==> src/rtl/core/ffcu_pkg.sv <==
// Types and constants of the face field curl update block.
package ffcu_pkg;

  localparam int DW = 32;
  localparam int ONE_Q16 = 65536;
  localparam int KW = 17;
  localparam int CW = 31;
  localparam int IDX_W = 3;
  localparam int SIDE_CFG_W = 6;

  typedef enum logic [IDX_W-1:0] {
    REG_BLEND = 3'd0,
    REG_DT    = 3'd1,
    REG_INV_X = 3'd2,
    REG_INV_Y = 3'd3,
    REG_INV_Z = 3'd4,
    REG_SIDE  = 3'd5
  } reg_idx_e;

  typedef struct packed {
    logic [KW-1:0] kappa;
    logic [CW-1:0] dt;
    logic [CW-1:0] inv_x;
    logic [CW-1:0] inv_y;
    logic [CW-1:0] inv_z;
  } coef_t;

  typedef struct packed {
    logic                 last;
    logic signed [DW-1:0] ex;
    logic signed [DW-1:0] ey;
    logic signed [DW-1:0] ez;
    logic signed [DW-1:0] ex_k;
    logic signed [DW-1:0] ey_k;
    logic signed [DW-1:0] ex_j;
    logic signed [DW-1:0] ez_j;
    logic signed [DW-1:0] ey_i;
    logic signed [DW-1:0] ez_i;
    logic signed [DW-1:0] old_x;
    logic signed [DW-1:0] old_y;
    logic signed [DW-1:0] old_z;
    logic signed [DW-1:0] cur_x;
    logic signed [DW-1:0] cur_y;
    logic signed [DW-1:0] cur_z;
  } item_t;

  // (a - b) * inv, full precision
  function automatic logic signed [DW+32:0] deriv_mul(input logic signed [DW-1:0] a,
                                                      input logic signed [DW-1:0] b,
                                                      input logic [CW-1:0] inv);
    logic signed [DW:0] diff;
    diff = $signed({a[DW-1], a}) - $signed({b[DW-1], b});
    return diff * $signed({1'b0, inv});
  endfunction

  function automatic logic signed [DW-1:0] sat_dw(input logic signed [DW+33:0] v);
    logic signed [DW+33:0] hi;
    logic signed [DW+33:0] lo;
    hi = (DW+34)'({1'b0, {(DW-1){1'b1}}});
    lo = -hi - (DW+34)'(1);
    if (v > hi) return {1'b0, {(DW-1){1'b1}}};
    if (v < lo) return {1'b1, {(DW-1){1'b0}}};
    return v[DW-1:0];
  endfunction

endpackage

==> src/rtl/core/ffcu_fifo.sv <==
// Short queue of classified items between front and back.
module ffcu_fifo #(
  parameter int DEPTH = 2
) (
  input  logic            clk_i,
  input  logic            rst_ni,
  input  logic            push_i,
  input  ffcu_pkg::item_t data_i,
  output logic            full_o,
  input  logic            pop_i,
  output logic            valid_o,
  output ffcu_pkg::item_t data_o
);

  localparam int AW = (DEPTH > 1) ? $clog2(DEPTH) : 1;
  localparam int NW = $clog2(DEPTH + 1);

  ffcu_pkg::item_t mem_q [DEPTH];
  logic [AW-1:0] wptr_q, wptr_d, rptr_q, rptr_d;
  logic [NW-1:0] cnt_q, cnt_d;
  logic do_push, do_pop;

  assign full_o  = (cnt_q == NW'(DEPTH));
  assign valid_o = (cnt_q != '0);
  assign data_o  = mem_q[rptr_q];
  assign do_push = push_i && !full_o;
  assign do_pop  = pop_i && valid_o;

  always_comb begin
    wptr_d = wptr_q;
    rptr_d = rptr_q;
    cnt_d  = cnt_q;
    if (do_push) begin
      wptr_d = (wptr_q == AW'(DEPTH - 1)) ? '0 : wptr_q + AW'(1);
    end
    if (do_pop) begin
      rptr_d = (rptr_q == AW'(DEPTH - 1)) ? '0 : rptr_q + AW'(1);
    end
    if (do_push && !do_pop) begin
      cnt_d = cnt_q + NW'(1);
    end else if (do_pop && !do_push) begin
      cnt_d = cnt_q - NW'(1);
    end
  end

  always_ff @(posedge clk_i or negedge rst_ni) begin
    if (!rst_ni) begin
      wptr_q <= '0;
      rptr_q <= '0;
      cnt_q  <= '0;
    end else begin
      wptr_q <= wptr_d;
      rptr_q <= rptr_d;
      cnt_q  <= cnt_d;
    end
  end

  always_ff @(posedge clk_i) begin
    if (do_push) begin
      mem_q[wptr_q] <= data_i;
    end
  end

endmodule

==> config.mk <==
export PLATFORM = sky130hd
export DESIGN_NAME = ffcu_fifo
export DESIGN_NICKNAME = d
export VERILOG_FILES = /design/src/rtl/core/ffcu_pkg.sv /design/src/rtl/core/ffcu_fifo.sv
export SDC_FILE = /design/constraint.sdc
export NUM_CORES = 1
export LEC_CHECK = 0
export BUFFER_PORTS_ARGS = -buffer_cell sky130_fd_sc_hd__buf_4
export CORE_AREA = 2 2 377 379
export CTS_BUF_LIST = sky130_fd_sc_hd__clkbuf_8
export CTS_CLUSTER_DIAMETER = 60
export CTS_CLUSTER_SIZE = 28
export DETAILED_ROUTE_END_ITERATION = 10
export DIE_AREA = 0 0 379 381
export PLACE_DENSITY = 0.47
export SYNTH_ARGS = -nofsm -noshare
export SYNTH_HDL_FRONTEND = slang
export SYNTH_SLANG_ARGS = --single-unit
==> constraint.sdc <==
create_clock -name clk_i -period 22.4 [get_ports clk_i]
set_input_delay 4.48 -clock clk_i [delete_from_list [all_inputs] [get_ports clk_i]]
set_output_delay 4.48 -clock clk_i [all_outputs]
set_load 0.05 [all_outputs]
# Yosys cells after proc, flatten, opt, wreduce, memory -nomap -nowiden
# Memory sizes are Yosys's and may differ from the RTL's.
# Index checks and enable logic that the tools add are counted.
# totals
regBits	4
latch_bits	0
ram_bits	962
mem_bits_ro	0
in_bits	485
out_inout_bits	483
word_cells	24
memories	1
# memory_table
name	depth	width	rd	rd_ports_with_merged_regs	write_ports	line_no	source
mem_q	2	481	1	0	1	ffcu_fifo.sv:18	ffcu_pkg::item_t mem_q [DEPTH];
# classes
add_sub_neg	4
multipliers	0
div	0
order_cmp	0
n_eq_ne	1
shift	0
muxes	6
bitwise_logic	0
n_reduce_logical	9
# op_table
cell	n
$logic_and 1x1->1	4
$mux 1	4
$mux 2	2
$reduce_bool 2->1	2
$logic_not 1->1	3
$add 1x1->1 const B	2
$add 2x1->2 const B	1
$eq 2x2->1 const B	1
$sub 2x1->2 const B	1

# Longest topological paths before layout
# logic_depth
word_depth	7
ltp_mapped	7
depth_no_buf	7

# Worst setup path after synthesis
# OpenSTA, ideal clock, no wires.
# synth_timing
path_kind	input port to flip-flop
startpoint	input port push_i
endpoint	memory mem_q[0][0] in the netlist's numbering, enable pin
setup_time_ns	1.335
arrival_time_ns	24.464
required_ns	21.065
setup_slack_ns	-3.399
cell_stages	2
path_buffers	0
cell_sequence	nand2_1 > nor2_1
# synth_between
elab_chain_len	3
# synth_lines
item	line_no	source
start: declaration	ffcu_fifo.sv:7	input logic push_i,
$logic_and 1x1->1	ffcu_fifo.sv:26	assign do_push = push_i && !full_o;
$mux 1	ffcu_fifo.sv:59	if (do_push) begin
$mux 1 (not written as such)	ffcu_fifo.sv:60	mem_q[wptr_q] <= data_i;
end: declaration	ffcu_fifo.sv:18	
# Every way passes these cells.

==> impl_metrics.env <==
export IMPL_portBuffers=967
export IMPL_die_height_um=381
export IMPL_cts_sink_count=966
export IMPL_hold_ws_ns=0.5106
export IMPL_crit_arrival_ns=5.22
export IMPL_die_area_sq_um=144400
export IMPL_timing_fmax_ghz=0.1030
export IMPL_layout_drive_gt1_share_pct=62.04
export IMPL_clk_pin_slew_worst_paths_ns=0.09
export IMPL_power_density_nw_per_um2=150.4
export IMPL_report_final_setup_viol=0
export IMPL_cts_buffers=86
export IMPL_overflow=0
export IMPL_cts_max_level=3
export IMPL_drt_iter0_drc=802
export IMPL_vias=18092
export IMPL_ys_seq_elements=966
export IMPL_rows=138
export IMPL_syn_area_sq_um=35260
export IMPL_status="completed"
export IMPL_yosysSeqAreaShare_pct=82.22
export IMPL_drc=0
export IMPL_yosys_area_top_type="edfxtp_1"
export IMPL_pin_count=968
export IMPL_synth_cell_types=16
export IMPL_synth_nets=2002
export IMPL_post_cts_resized=0
export IMPL_ir_worst_vdd_mv=0.1290
export IMPL_synthToLayoutAreaGrowth_pct=31.96
export IMPL_syn_inst=1516
export IMPL_clock_root_buffer="clkbuf_8"
export IMPL_leakage_nw=16.86
export IMPL_instances_no_fill=4506
export IMPL_synth_top_area_share_pct=81.94
export IMPL_insertion_delay_ns=0.78
export IMPL_end_kind="output port"
export IMPL_worstPathRequired_ns=17.92
export IMPL_initial_core_util_pct=25.08
export IMPL_grt_max_degree=145
export IMPL_num_fill_cells=13613
export IMPL_dieWidth_um=379
export IMPL_worstSetupPathType="flop to output port"
export IMPL_synth_most_common_cell="edfxtp_1"
export IMPL_hold_class="flop to flop"
export IMPL_gp_congestion=0.8517
export IMPL_r2r_slack_ns=17.11
export IMPL_tightest_slew_ns=1.142
export IMPL_hold_viol=0
export IMPL_dp_hpwl_um=70970
export IMPL_cp_max_fo=75
export IMPL_synth_top_cells_by_area="edfxtp_1 (82%), mux2_2 (14%), mux2_4 (1.7%)"
export IMPL_ant_nets=0
export IMPL_ys_flop_type="edfxtp_1"
export IMPL_final_nets=3021
export IMPL_avgSynthCellArea_sq_um=23.26
export IMPL_rsz0062_at_grt="false"
export IMPL_clock_path_buffers=3
export IMPL_max_slew_margin_rel_pct=23.86
export IMPL_ys_async_sr_fraction_pct=0.4141
export IMPL_drv_cap=0
export IMPL_period_needed_ns=9.705
export IMPL_cts_tree="yes"
export IMPL_grt_pass1_vias=19708
export IMPL_fin_skew_ns=0.05150
export IMPL_antenna_found_initial=17
export IMPL_ys_warn_count=0
export IMPL_grt_pass1_wl_um=134400
export IMPL_postCtsHoldBufs=0
export IMPL_tns_ns=0
export IMPL_vias_per_cell=4.015
export IMPL_first_pass_iters=4
export IMPL_finalMaxSlewViolations=0
export IMPL_post_cts_buffers=0
export IMPL_synth_edf_count=962
export IMPL_synthTopCellsByCount="edfxtp_1 (962), mux2_2 (433), buf_6 (53)"
export IMPL_grt_usage_pct=12.90
export IMPL_core_area_sq_um=140600
export IMPL_routedWlPerCell_um=21.68
export IMPL_post_route_period_util_pct=43.33
export IMPL_crit_path_start_kind="flop"
export IMPL_placed_cells=4337
export IMPL_wirelength_um=97700
-- power by group --
| part | internal (mW) | switching, mW | leakage [nW] |
|---|---|---|---|
| combinational | 0.996 | 2.23 | 6.86 |
| clock | 0.487 | 0.696 | 1.02 |
| sequential | 2.47 | 0.118 | 8.98 |
| total | 3.95 | 3.04 | 16.9 |
-- worst paths after layout --
path,from,to,cells past startpoint
worst max-delay path,rptr_q,data_o[80],5
worst min-delay path,cnt_q[1],cnt_q[1],1
worst max register to register,cnt_q[0],mem_q[0][247],7
worst min register to register,cnt_q[1],cnt_q[1],1
max in group asynchronous,rst_ni,rptr_q,1
min in group asynchronous,rst_ni,wptr_q,1
-- sequential cells by signal, indices dropped and copies added, names as in the netlist --
| name | cells |
|---|---|
| mem_q | 962 |
| wptr_q | 1 |
| cnt_q | 2 |
| rptr_q | 1 |
-- worst max-delay path, cell delays in order, from the launching register on --
cell and delay [ns]:
dfrtp_4 1.16, buf_4 0.87, buf_4 0.82, buf_4 0.80
mux2_2 0.42, buf_4 0.19
-- per-stage QoR --
stage                     setup WS [ns]  power [mW]  util, %  cell area, sq um
after floorplan                   4.772       5.143        -             35260
final                             12.70       6.996    33.10             46530
after global routing              12.24       7.281    33.10             46520
after detailed placement          13.07       5.902    31.63             44450
after global placement            13.18       5.875    31.63             44450
after CTS                         12.42       7.112    33.09             46510
-- cells in the final DEF (no fill, tap or decap), drive strengths merged --
cell / count
inv: 40
dfrtp: 4
clkinv: 21
clkbuf: 87
diode: 8
buf: 985
edfxtp: 962
nand2: 2
mux2: 481
xor2: 2
xnor2: 3
or2: 1
and3: 1
ha: 1
nand2b: 1
nor2: 2
clkinvlp: 9
bufinv: 6
-- area by class of cell --
type,instances,area (sq um),share of cell area (%)
tap,1890,2365,5.083
antenna,8,20.02,0.04303
inverter,2,7.507,0.01614
sequential,966,28990,62.31
timing repair buffer,985,7420,15.95
multi-input combinational,494,5669,12.19
clock inverter,74,855.8,1.839
clock buffer,87,1197,2.574
-- metal layers --
layer	wire (um)	GRT usage (%)	up-vias	part of all wire (%)
met1	33640	12.78	9126	34
li1	-	-	8119	-
met5	74	0	-	0.076
met3	9742	5.431	158	10
met2	51160	23.55	679	52
met4	3092	5.056	10	3.2
-- logic make-up after synthesis --
family	Yosys count	share of synthesized area, %
xor+xnor	5	0.1242
buf+inv	56	1.735
flops	966	82.22
mux	481	15.79
simple gates	7	0.09587
fa+ha+maj	1	0.03548
No activity file was read; power rests on OpenSTA's default activity.
